`config.mk`:
```
export PLATFORM = sky130hd
export DESIGN_NAME = japq_run_cell
export DESIGN_NICKNAME = d
export VERILOG_FILES = /design/src/japq_pkg.sv /design/src/japq_run_cell.sv
export SDC_FILE = /design/constraint.sdc
export NUM_CORES = 1
export LEC_CHECK = 0
export ABC_CLOCK_PERIOD_IN_PS = 5300
export BUFFER_PORTS_ARGS = -buffer_cell sky130_fd_sc_hd__buf_2
export CAP_MARGIN = 20
export CORE_MARGIN = 10
export CORE_UTILIZATION = 25
export CTS_BUF_LIST = sky130_fd_sc_hd__clkbuf_8
export DETAILED_ROUTE_END_ITERATION = 8
export HOLD_SLACK_MARGIN = 0.06
export MAX_ROUTING_LAYER = met4
export PLACE_DENSITY = 0.61
export SLEW_MARGIN = 0
export SYNTH_ARGS = -nofsm -noshare
export SYNTH_HDL_FRONTEND = slang
export SYNTH_SLANG_ARGS = --single-unit
```
`constraint.sdc`:
```
create_clock -name i_clk -period 5.3 [get_ports i_clk]
set_input_delay 0.795 -clock i_clk [delete_from_list [all_inputs] [get_ports i_clk]]
set_output_delay 0.795 -clock i_clk [all_outputs]
set_load 0.02 [all_outputs]
```
`src/japq_pkg.sv`:
```
`timescale 1ns / 1ps
// ---------------------------------------------------------------------------
// japq_pkg: shared types and constants
// Operation codes, event codes and cell control types of the job queue.
// ---------------------------------------------------------------------------
package japq_pkg;

    localparam int WAIT_DEPTH_DEF  = 16;
    localparam int RUN_DEPTH_DEF   = 16;
    localparam int ID_BITS_DEF     = 32;
    localparam int HANDLE_BITS_DEF = 16;

    localparam int MODE_W     = 3;
    localparam int PRIO_W     = 8;
    localparam int EV_W       = 3;
    localparam int OUT_HDL_W  = 16;
    localparam int MAXRUN_W   = 5;
    localparam int CFG_ADDR_W = 3;
    localparam int OUT_DATA_W = 24;

    localparam logic [MAXRUN_W-1:0]   MAXRUN_RESET     = 5'd4;
    localparam logic [CFG_ADDR_W-1:0] ADDR_MAX_RUNNING = 3'd0;

    localparam logic [MODE_W-1:0] MODE_SUBMIT   = 3'd0;
    localparam logic [MODE_W-1:0] MODE_ABORT    = 3'd1;
    localparam logic [MODE_W-1:0] MODE_DONE     = 3'd2;
    localparam logic [MODE_W-1:0] MODE_START    = 3'd3;
    localparam logic [MODE_W-1:0] MODE_SHUTDOWN = 3'd4;

    localparam logic [EV_W-1:0] EV_START   = 3'd0;
    localparam logic [EV_W-1:0] EV_QUEUED  = 3'd1;
    localparam logic [EV_W-1:0] EV_DUPE    = 3'd2;
    localparam logic [EV_W-1:0] EV_FULL    = 3'd3;
    localparam logic [EV_W-1:0] EV_ABORT_Q = 3'd4;
    localparam logic [EV_W-1:0] EV_ABORT_R = 3'd5;

    typedef enum logic [1:0] {
        WOP_HOLD   = 2'd0,
        WOP_INSERT = 2'd1,
        WOP_REMOVE = 2'd2
    } t_wop;

    typedef enum logic [1:0] {
        ROP_HOLD   = 2'd0,
        ROP_PUSH   = 2'd1,
        ROP_REMOVE = 2'd2
    } t_rop;

endpackage

```
`src/japq_run_cell.sv`:
```
`timescale 1ns / 1ps
// ---------------------------------------------------------------------------
// japq_run_cell: one slot of the running set
// Holds id and handle in start order; takes a pushed job or its right
// neighbor on removal and matches against id and handle keys.
// ---------------------------------------------------------------------------
module japq_run_cell #(
    parameter int IDX         = 0,
    parameter int PW          = 4,
    parameter int ID_BITS     = japq_pkg::ID_BITS_DEF,
    parameter int HANDLE_BITS = japq_pkg::HANDLE_BITS_DEF
) (
    input  logic                   i_clk,
    input  japq_pkg::t_rop         i_op,
    input  logic [PW-1:0]          i_pos,
    input  logic [ID_BITS-1:0]     i_new_id,
    input  logic [HANDLE_BITS-1:0] i_new_handle,
    input  logic [ID_BITS-1:0]     i_right_id,
    input  logic [HANDLE_BITS-1:0] i_right_handle,
    input  logic [ID_BITS-1:0]     i_key_id,
    input  logic [HANDLE_BITS-1:0] i_key_handle,
    output logic [ID_BITS-1:0]     o_id,
    output logic [HANDLE_BITS-1:0] o_handle,
    output logic                   o_id_hit,
    output logic                   o_handle_hit
);
    import japq_pkg::*;

    localparam logic [PW-1:0] MY_IDX = PW'(IDX);

    logic [ID_BITS-1:0]     r_id;
    logic [HANDLE_BITS-1:0] r_handle;

    always_ff @(posedge i_clk) begin
        case (i_op)
            ROP_PUSH: begin
                if (MY_IDX == i_pos) begin
                    r_id     <= i_new_id;
                    r_handle <= i_new_handle;
                end
            end
            ROP_REMOVE: begin
                if (MY_IDX >= i_pos) begin
                    r_id     <= i_right_id;
                    r_handle <= i_right_handle;
                end
            end
            default: ;
        endcase
    end

    assign o_id         = r_id;
    assign o_handle     = r_handle;
    assign o_id_hit     = (r_id == i_key_id);
    assign o_handle_hit = (r_handle == i_key_handle);

endmodule

```
==> metrics <==
Yosys top cell by area edfxtp_1; Critical Path End Type output pin; Setup Crit Path Kind in2out; met2 usage 0.202; Port Buffers 200; cts bufs inserted 5; met1 Use GR 0.0982; power consumption 0.798 mW; CTS max path bufs 2; RSZ-0062 raised after global routing false; # fillers 1052; Final Cell Area 0.00388 sq mm; HPWL after detailed placement 7170 um; antenna cells 0; Synth Register Bits 48; Worst Hold Path EP o_handle[5]; Die Ht 123 um; final wirelength 8440 um; Synth Cell Area 0.00268 sq mm; main area contributors after synthesis edfxtp_1 (54%), mux2_2 (12%), mux2_4 (11%); CTS tree done; Sink Count 48; Final Non-Filler Cells just over 500; largest net degree at the start of global routing ~50; FMAX about 360 MHz; post-cts resize count 0; min-delay src i_right_handle[5]; sequential-to-total area share from yosys stat 0.539; Layout area overhead 45.2%; VDD IR-drop max 0.0876 mV; grt ovf 0; Slew HR 0.508; Multi-input gate area 0.00117 sq mm; maxcap violations 0; routability cong. 0.801; Synthesized Nets between 300 and 400; Avg Synthesized Cell Area 15.8 sq um; CTS clk-pin slew, worst paths 0.09 ns; hold crit path type in2reg; WHS Path Cells 2; Final setup viols 0; total DRC errors in the routed layout 0; drt pass-1 iters 4; antenna-violating nets left 0; Least-Margin Pin Slew 0.737 ns; Cell Rows 37; Pins Over Slew Limit 0; Cells after DPL 502; share of layout cells above drive strength 1 0.693; min cycle time layout 2.74 ns; Total Routing Usage GR 0.104; dpl cell area between 0.003 and 0.004 sq mm; leakage about 1.7 nW; Distinct cells, synth 13; final hold vios 0; nets 524; Vias/cell 4.14; antenna violations before repair 0; crit path launch i_key_id[27]; I/O pin total 201; # hold bufs at CTS 0; Synthesis Warnings 0; Core Util, Final 0.375; Final TNS setup 0 ns; post-CTS setup buffer count 0; Yosys top cell area share 0.539; die width 123 um; fin crit share 0.517; global-route wire length before repair 11900 um; met3 usage 0.0214; Via Count 2112; CP required 4.51 ns; Cells after Synth about 170; WL per Instance 16.5 um; number of global-route vias before repair 2392; GRT busiest layer met2; DIE AREA between 0.015 and 0.02 sq mm; register area 0.00144 sq mm; CP max FO 1; ratio of total power to cell area 206 mW/mm^2; Critical Path Source Type input pin; WP data arrival roughly 2 ns; H-Tree Depth 2; status complete, no violations; CTS root buffer clkbuf_8; core footprint 0.0104 sq mm; initial core utilization 0.258; Detailed Route Iter0 Violations 77
-- cells by family after synthesis --
kind of cell | share of synthesized area
XOR/XNOR | 0.160
buffers and inverters | 0.0248
flip-flops | 0.539
multiplexers | 0.230
AND/OR/NAND/NOR | 0.0458
-- area by class of cell --
type                    count  share of cell area
clock buffers               5              0.0177
repair buffers            202               0.262
well taps                 136              0.0438
clock inverters             3             0.00354
multi-input cells         116               0.302
flip-flops and latches     48               0.371
-- cell usage after synthesis --
library cell,number
nor2b_4,1
or4_1,1
xnor2_1,17
mux2_2,28
buf_12,2
nand4_1,6
nor2_1,2
buf_6,1
xor2_1,32
mux2_4,20
edfxtp_1,48
buf_4,2
nor4_1,9
-- critical path, cell delays in order --
cell and delay (ns):
buf_2 0.10, xor2_1 0.15, nor4_1 0.38, nand4_1 0.21, nor2_1 0.13, buf_2 0.17
-- per-layer routing --
metal	vias to the layer above	wire [um]	part of all wire
li1	1038	-	-
met1	983	2880	0.34
met2	84	4930	0.58
met3	7	517	0.061
met4	0	110	0.013
met5	-	0	0
-- layout by cell type, fill, tap and decap left out, drive strengths merged --
cell type,count
buf,202
edfxtp,48
mux2,48
xor2,32
xnor2,17
nor4,9
nand4,6
clkbuf,5
clkinv,3
nor2,2
nor2b,1
or4,1
-- report_power, final --
part	internal, mW	switching, mW
logic	0.0925	0.0613
registers	0.430	0.00554
clock network	0.0898	0.119
total	0.613	0.186
-- flip-flops by register name, indices dropped and copies added, names as in the netlist --
signal / count
o_handle: 16
o_id: 32
-- through the flow --
step,hold slack [ns],worst slack [ns]
floorplan,1.01,1.49
global placement,1.10,2.39
detailed placement,1.10,2.45
CTS,0.779,2.45
global route,0.774,2.43
finish,0.793,2.56
-- worst max-delay path by stage --
stage             endpoint  slack, ns  cells past startpoint
2_1_floorplan  o_handle[0]       1.49                      2
3_3_place_gp      o_id_hit       2.39                      6
3_5_place_dp      o_id_hit       2.45                      6
4_1_cts           o_id_hit       2.45                      6
5_1_grt           o_id_hit       2.43                      6
6_report          o_id_hit       2.56                      6
Note: power is estimated with default switching activity, not from simulation.
