**src/japq_pkg.sv**
```systemverilog
`timescale 1ns / 1ps
// ---------------------------------------------------------------------------
// japq_pkg: shared types and constants
// Operation codes, event codes and cell control types of the job queue.
// ---------------------------------------------------------------------------
package japq_pkg;

    localparam int WAIT_DEPTH_DEF  = 16;
    localparam int RUN_DEPTH_DEF   = 16;
    localparam int ID_BITS_DEF     = 32;
    localparam int HANDLE_BITS_DEF = 16;

    localparam int MODE_W     = 3;
    localparam int PRIO_W     = 8;
    localparam int EV_W       = 3;
    localparam int OUT_HDL_W  = 16;
    localparam int MAXRUN_W   = 5;
    localparam int CFG_ADDR_W = 3;
    localparam int OUT_DATA_W = 24;

    localparam logic [MAXRUN_W-1:0]   MAXRUN_RESET     = 5'd4;
    localparam logic [CFG_ADDR_W-1:0] ADDR_MAX_RUNNING = 3'd0;

    localparam logic [MODE_W-1:0] MODE_SUBMIT   = 3'd0;
    localparam logic [MODE_W-1:0] MODE_ABORT    = 3'd1;
    localparam logic [MODE_W-1:0] MODE_DONE     = 3'd2;
    localparam logic [MODE_W-1:0] MODE_START    = 3'd3;
    localparam logic [MODE_W-1:0] MODE_SHUTDOWN = 3'd4;

    localparam logic [EV_W-1:0] EV_START   = 3'd0;
    localparam logic [EV_W-1:0] EV_QUEUED  = 3'd1;
    localparam logic [EV_W-1:0] EV_DUPE    = 3'd2;
    localparam logic [EV_W-1:0] EV_FULL    = 3'd3;
    localparam logic [EV_W-1:0] EV_ABORT_Q = 3'd4;
    localparam logic [EV_W-1:0] EV_ABORT_R = 3'd5;

    typedef enum logic [1:0] {
        WOP_HOLD   = 2'd0,
        WOP_INSERT = 2'd1,
        WOP_REMOVE = 2'd2
    } t_wop;

    typedef enum logic [1:0] {
        ROP_HOLD   = 2'd0,
        ROP_PUSH   = 2'd1,
        ROP_REMOVE = 2'd2
    } t_rop;

endpackage

```
**src/japq_wait_cell.sv**
```systemverilog
`timescale 1ns / 1ps
// ---------------------------------------------------------------------------
// japq_wait_cell: one slot of the priority-ordered waiting list
// Holds id, handle and priority; shifts toward either neighbor on insert or
// remove and compares its id and priority against the current key.
// ---------------------------------------------------------------------------
module japq_wait_cell #(
    parameter int IDX         = 0,
    parameter int PW          = 4,
    parameter int ID_BITS     = japq_pkg::ID_BITS_DEF,
    parameter int HANDLE_BITS = japq_pkg::HANDLE_BITS_DEF
) (
    input  logic                     i_clk,
    input  japq_pkg::t_wop           i_op,
    input  logic [PW-1:0]            i_pos,
    input  logic [ID_BITS-1:0]       i_new_id,
    input  logic [HANDLE_BITS-1:0]   i_new_handle,
    input  logic [japq_pkg::PRIO_W-1:0] i_new_prio,
    input  logic [ID_BITS-1:0]       i_left_id,
    input  logic [HANDLE_BITS-1:0]   i_left_handle,
    input  logic [japq_pkg::PRIO_W-1:0] i_left_prio,
    input  logic [ID_BITS-1:0]       i_right_id,
    input  logic [HANDLE_BITS-1:0]   i_right_handle,
    input  logic [japq_pkg::PRIO_W-1:0] i_right_prio,
    input  logic [ID_BITS-1:0]       i_key_id,
    input  logic [japq_pkg::PRIO_W-1:0] i_key_prio,
    output logic [ID_BITS-1:0]       o_id,
    output logic [HANDLE_BITS-1:0]   o_handle,
    output logic [japq_pkg::PRIO_W-1:0] o_prio,
    output logic                     o_id_hit,
    output logic                     o_prio_le
);
    import japq_pkg::*;

    localparam logic [PW-1:0] MY_IDX = PW'(IDX);

    logic [ID_BITS-1:0]     r_id;
    logic [HANDLE_BITS-1:0] r_handle;
    logic [PRIO_W-1:0]      r_prio;

    always_ff @(posedge i_clk) begin
        case (i_op)
            WOP_INSERT: begin
                if (MY_IDX > i_pos) begin
                    r_id     <= i_left_id;
                    r_handle <= i_left_handle;
                    r_prio   <= i_left_prio;
                end else if (MY_IDX == i_pos) begin
                    r_id     <= i_new_id;
                    r_handle <= i_new_handle;
                    r_prio   <= i_new_prio;
                end
            end
            WOP_REMOVE: begin
                if (MY_IDX >= i_pos) begin
                    r_id     <= i_right_id;
                    r_handle <= i_right_handle;
                    r_prio   <= i_right_prio;
                end
            end
            default: ;
        endcase
    end

    assign o_id      = r_id;
    assign o_handle  = r_handle;
    assign o_prio    = r_prio;
    assign o_id_hit  = (r_id == i_key_id);
    assign o_prio_le = (r_prio <= i_key_prio);

endmodule

```
**config.mk**
```make
export PLATFORM = sky130hd
export DESIGN_NAME = japq_wait_cell
export DESIGN_NICKNAME = d
export VERILOG_FILES = /design/src/japq_pkg.sv /design/src/japq_wait_cell.sv
export SDC_FILE = /design/constraint.sdc
export NUM_CORES = 1
export LEC_CHECK = 0
export BUFFER_PORTS_ARGS = -buffer_cell sky130_fd_sc_hd__buf_4
export CAP_MARGIN = 20
export CORE_AREA = 2 2 106 108
export DETAILED_ROUTE_END_ITERATION = 6
export DIE_AREA = 0 0 108 110
export PLACE_DENSITY_LB_ADDON = 0.3
export SYNTH_ARGS = -nofsm -noshare
export SYNTH_HDL_FRONTEND = slang
export SYNTH_SLANG_ARGS = --single-unit
```
**constraint.sdc**
```tcl
create_clock -name i_clk -period 3.95 [get_ports i_clk]
set_input_delay 0.1975 -clock i_clk [delete_from_list [all_inputs] [get_ports i_clk]]
set_output_delay 0.1975 -clock i_clk [all_outputs]
set_load 0.05 [all_outputs]
```
==> results of run 1 <==
metrics by stage:
stage               power (mW)  cell area [um^2]
global placement          1.02              4890
detailed placement        1.02              4890
floorplan                0.866              3150
CTS                       1.34              4970
global route              1.37              4970
finish                    1.32              4970
logic make-up (layout without fill, tap and decap cells):
family | after synthesis | after routing | share of synthesized area, %
adders and majority gates | 8 | 8 | 3.18
xor gates and xnor gates | 33 | 33 | 9.17
muxes | 57 | 57 | 25.1
and+or+nand+nor | 19 | 19 | 3.73
AOI/OAI and AO/OA | 6 | 6 | 1.11
buffers and inverters | 14 | 233 | 4.37
DFF | 56 | 56 | 53.4
layout make-up:
| type | instances | area share (%) |
|---|---|---|
| clock buffers | 6 | 1.46 |
| clock inverters | 1 | 0.101 |
| inverters | 8 | 0.605 |
| multi-input cells | 123 | 27.0 |
| flip-flops and latches | 56 | 33.9 |
| well taps | 140 | 3.53 |
| repair buffers | 218 | 33.5 |
cells in the mapped netlist:
master,count
edfxtp_1,56
mux2_4,40
xor2_1,32
mux2_2,16
ha_1,8
inv_1,8
nor4_1,8
buf_12,5
nand4_1,4
nor2_1,3
a21oi_1,2
o21ai_0,2
a21o_1,1
buf_4,1
mux2i_1,1
nand2_1,1
nor2b_1,1
nor2b_4,1
o21a_1,1
or4_1,1
xnor2_1,1
worst paths after layout:
check                         startpoint                  to  slack (ns)  cells after the start
worst max-delay path  o_id[31]$_DFFE_PP_            o_id_hit        1.62                      5
worst min-delay path      i_right_id[18]  o_id[18]$_DFFE_PP_        0.17                      2
registers in the layout, summed over array words and instances, names as in the netlist:
register  flops
o_handle     16
o_prio        8
o_id         32
layer usage:
| layer | GRT usage (%) | vias up |
|---|---|---|
| met5 | 0 | - |
| met4 | 5.13 | 0 |
| met3 | 4.35 | 8 |
| met2 | 23.5 | 126 |
| met1 | 14.1 | 1112 |
| li1 | - | 1155 |
power groups by stage:
stage / Sequential [mW] / Combinational, mW / Clock, mW
after global placement: 0.694 / 0.323 / 0
after detailed placement: 0.694 / 0.328 / 0
after global routing: 0.682 / 0.347 / 0.344
after floorplan: 0.740 / 0.126 / 0
after CTS: 0.681 / 0.330 / 0.326
final: 0.681 / 0.325 / 0.312
==> flow_summary_export.csv, run 1 <==
group,metric,value,unit
detailed_routing,wl_met3,832,um
status,status,"complete, no violations",
setup_path,end_kind,"output pin",
clocking,ctsResizeCount,0,
floorplan,die_w,108,um
clocking,postCtsSetupRepairBufs,0,
synthesis,ys_seq_area_share,53.4,%
setup_path,crit_fanout,2,
setup_path,critPathSlowestCell,"nor4_1",
global_route,antenna_found_initial,0,
detailed_routing,wl_met1,2.97,mm
setup_path,crit_type,"flip-flop to output pin",
floorplan,core_area,0.0107,mm^2
power,p_switching,328,uW
job,cap_violations,0,
finish,regArea,0.00168,mm^2
place,hpwlAfterDp,6.62,mm
power,p_leak,2.25,nW
detailed_routing,highest_layer,"met4",
synthesis,syn_avg_cell_area,16.3,um^2
finish,multi_input_area,0.00134,mm^2
power,pwr-share-seq,51.6,%
finish,syn_to_final_growth,57.6,%
synthesis,syn-cell-area,0.00315,mm^2
synthesis,synth_area_leader_cell,"edfxtp_1",
finish,final_cell_mix,"216 x buf_4, 56 x edfxtp_1, 40 x mux2_4",
timing,drv_slew,0,
clocking,cts_made_buffers,5,
synthesis,synth_top_area_share,53.4,%
synthesis,synth_cells,193,
clocking,root_buffer,"clkbuf_8",
finish,layout_commonest_cell,"buf_4",
power,power_density,265,mW/mm^2
setup_path,path_cells,"xor2_1 -> nor4_1 -> nand4_1 -> nor2_1 -> buf_4",
clocking,cts.clk_slew.worst_paths,0.10,ns
floorplan,rows,38,
floorplan,dieHeight,110,um
timing,max_freq,430,MHz
power,intPower,990,uW
place,dp_cells,545,
synthesis,yosysWarnings,0,
timing,min_period,2.33,ns
timing,tightestPinTransition,1.03,ns
setup_path,cpPeakStageDelay,0.63,ns
detailed_routing,wire_per_inst,15.0,um
timing,hold_viol,0,
power,combPwrFrac,24.7,%
power,switching_share,24.9,%
timing,fin_hold_ws,0.171,ns
finish,drive_gt1_share,68.4,%
global_route,grtUsageTotal,13.0,%
floorplan,die_area,0.0119,mm^2
clocking,cts_max_level,2,
detailed_routing,wl_met2,4.32,mm
finish,fin_cells,552,
detailed_routing,routed_via_density,4.35,
detailed_routing,drt_iter0_markers,66,
timing,post-route-period-util,58.9,%
global_route,overflow,0,
clocking,cts_tree,"built",
clocking,cts_hold_buffers,0,
finish,post-route-util,46.4,%
timing,final.setup.tns,0,ns
setup_path,arrival,2.13,ns
setup_path,crit_family,"simple AND/OR/NAND/NOR gates",
power,irDropWorstVdd,0.000127,V
timing,maxSlewHeadroom,31.3,%
global_route,grt_max_degree,31,
synthesis,ys_types,21,
clocking,clock_path_buffers,2,
place,preCtsSetupSlack,1.73,ns
setup_path,worst-path-buf-inv,1,
timing,rsz0062_at_grt,"false",
setup_path,cp.required,3.75,ns
clocking,cts_sinks,56,
timing,setup_viol,0,
synthesis,synth_nets,416,
finish,nets,635,
detailed_routing,via_count,2401,
worst_hold_path,hp-class,"primary input to flip-flop",
synthesis,synth_seq_cells,56,
floorplan,io_pins,273,
finish,antenna_cells,0,
setup_path,cp-start-kind,"flip-flop",
detailed_routing,drc,0,
detailed_routing,routed_wl,8.27,mm
finish,fill_cells,952,
place,place_congestion,0.789,
global_route,grt_pass1_vias,2481,
detailed_routing,firstDrtPassIters,4,
floorplan,start_util,29.5,%
timing,fin_ws,1.62,ns
place,io_buffers,216,
detailed_routing,ant_nets,0,
global_route,grt_pass1_wl,11.7,mm
power,clkPwrFrac,23.7,%
synthesis,yosys-top-cells-area,"edfxtp_1 53%, mux2_4 19%, xor2_1 8.9%, mux2_2 5.7%, buf_12 3.2%",
Note: power is estimated with default switching activity, not from simulation.
==> run 2, diff against run 1 <==
==> constraint.sdc (replaced) <==
create_clock -name i_clk -period 2.3 [get_ports i_clk]
set_input_delay 0.115 -clock i_clk [delete_from_list [all_inputs] [get_ports i_clk]]
set_output_delay 0.115 -clock i_clk [all_outputs]
set_load 0.05 [all_outputs]
==> flow_summary_export.csv, run 2 (same netlist as run 1, synthesis figures left out) <==
group,metric,value,unit
status,status,"complete, no violations",
timing,setup_viol,0,
worst_hold_path,min_path_cells,2,
power,irDropWorstVdd,0.000238,V
place,io_buffers,216,
global_route,overflow,0,
detailed_routing,firstDrtPassIters,3,
clocking,ctsResizeCount,0,
detailed_routing,drt_iter0_markers,63,
setup_path,cp.required,2.18,ns
floorplan,die_w,108,um
power,p_leak,2.27,nW
finish,fin_cells,556,
setup_path,crit_type,"flip-flop to output pin",
place,hpwlAfterDp,6.50,mm
finish,nets,638,
global_route,grt_pass1_wl,11.8,mm
detailed_routing,highest_layer,"met4",
floorplan,start_util,29.5,%
timing,min_period,1.97,ns
detailed_routing,ant_nets,0,
floorplan,rows,38,
global_route,grt_pass1_vias,2461,
finish,fill_cells,941,
finish,largest_reg_flops,32,
global_route,grt_max_degree,31,
timing,maxSlewHeadroom,65.4,%
detailed_routing,wire_per_inst,14.5,um
setup_path,crit_fanout,2,
job,cap_violations,0,
power,power_density,474,mW/mm^2
detailed_routing,routed_wl,8.07,mm
timing,fin_ws,0.332,ns
floorplan,core_area,0.0107,mm^2
clocking,cts_sinks,56,
clocking,cts_tree,"built",
worst_hold_path,hold_end,"o_id[13]$_DFFE_PP_",
floorplan,io_pins,273,
finish,antenna_cells,0,
detailed_routing,drc,0,
setup_path,arrival,1.85,ns
setup_path,end_kind,"output pin",
clocking,clock_path_buffers,2,
timing,hold_viol,0,
floorplan,die_area,0.0119,mm^2
finish,layout_commonest_cell,"buf_4",
timing,max_freq,508,MHz
finish,syn_to_final_growth,58.4,%
detailed_routing,via_count,2370,
finish,final_cell_mix,"221 x buf_4, 56 x edfxtp_1, 40 x mux2_4",
timing,final.setup.tns,0,ns
clocking,cts_hold_buffers,0,
finish,drive_gt1_share,68.8,%
timing,tightestPinTransition,0.519,ns
clocking,cts.clk_slew.worst_paths,0.10,ns
clocking,postCtsSetupRepairBufs,0,
place,place_congestion,0.730,
place,preCtsSetupSlack,0.613,ns
timing,rsz0062_at_grt,"false",
timing,post-route-period-util,85.5,%
clocking,cts_max_level,2,
global_route,grtUsageTotal,12.9,%
detailed_routing,wl_met3,821,um
timing,drv_slew,0,
worst_hold_path,hp-start,"i_new_id[13]",
worst_hold_path,hp-class,"primary input to flip-flop",
global_route,antenna_found_initial,0,
timing,fin_hold_ws,0.102,ns
clocking,cts_made_buffers,5,
place,dp_cells,548,
detailed_routing,wl_met2,4.15,mm
clocking,root_buffer,"clkbuf_8",
detailed_routing,wl_met1,3.01,mm
setup_path,cp-start-kind,"flip-flop",
floorplan,dieHeight,110,um
detailed_routing,routed_via_density,4.26,
-- run 2: cell count changes in the layout (fill, tap and decap cells not counted), sizes merged --
cell / delta
bufinv: +1
buf: +3
-- run 2: worst max-delay path by stage --
stage	from	endpoint	slack (ns)
3_5_place_dp	i_pos[3]	o_id[27]$_DFFE_PP_	0.61
2_1_floorplan	o_id[31]$_DFFE_PP_	o_id_hit	0.30
4_1_cts	o_id[23]$_DFFE_PP_	o_id_hit	0.30
3_3_place_gp	i_pos[3]	o_id[1]$_DFFE_PP_	0.64
5_1_grt	o_id[31]$_DFFE_PP_	o_id_hit	0.19
6_report	o_id[23]$_DFFE_PP_	o_id_hit	0.33
-- run 2: area by class of cell --
| class | count | area, um^2 | share of cell area (%) |
|---|---|---|---|
| multi-input combinational | 123 | 1340 | 26.8 |
| inverter | 8 | 30.0 | 0.601 |
| tap | 140 | 175 | 3.51 |
| timing repair buffer | 221 | 1660 | 33.2 |
| sequential | 56 | 1680 | 33.7 |
| clock buffer | 6 | 72.6 | 1.45 |
| clock inverter | 2 | 35.0 | 0.702 |
-- run 2: critical path, cell delays in order, from the launching register on --
cell and delay, ns:
edfxtp_1 0.45, xor2_1 0.18, nor4_1 0.38, nand4_1 0.19
nor2_1 0.14, buf_4 0.21
-- run 2: stage by stage --
stage	power, mW	util (%)	instance area (um^2)
2_1_floorplan	1.49	-	3160
3_3_place_gp	1.74	45.7	4890
3_5_place_dp	1.75	45.7	4890
4_1_cts	2.41	46.7	4990
5_1_grt	2.48	46.7	4990
6_report	2.37	46.7	4990
-- run 2: routing by layer --
metal	GRT usage, %	vias up
li1	-	1164
met1	14.0	1077
met2	23.8	125
met3	4.23	4
met4	4.40	0
met5	0	-
-- run 2: report_power, final --
group,switching (mW),internal [mW]
combinational,0.219,0.335
clock,0.319,0.324
sequential,0.0127,1.16
total,0.551,1.81
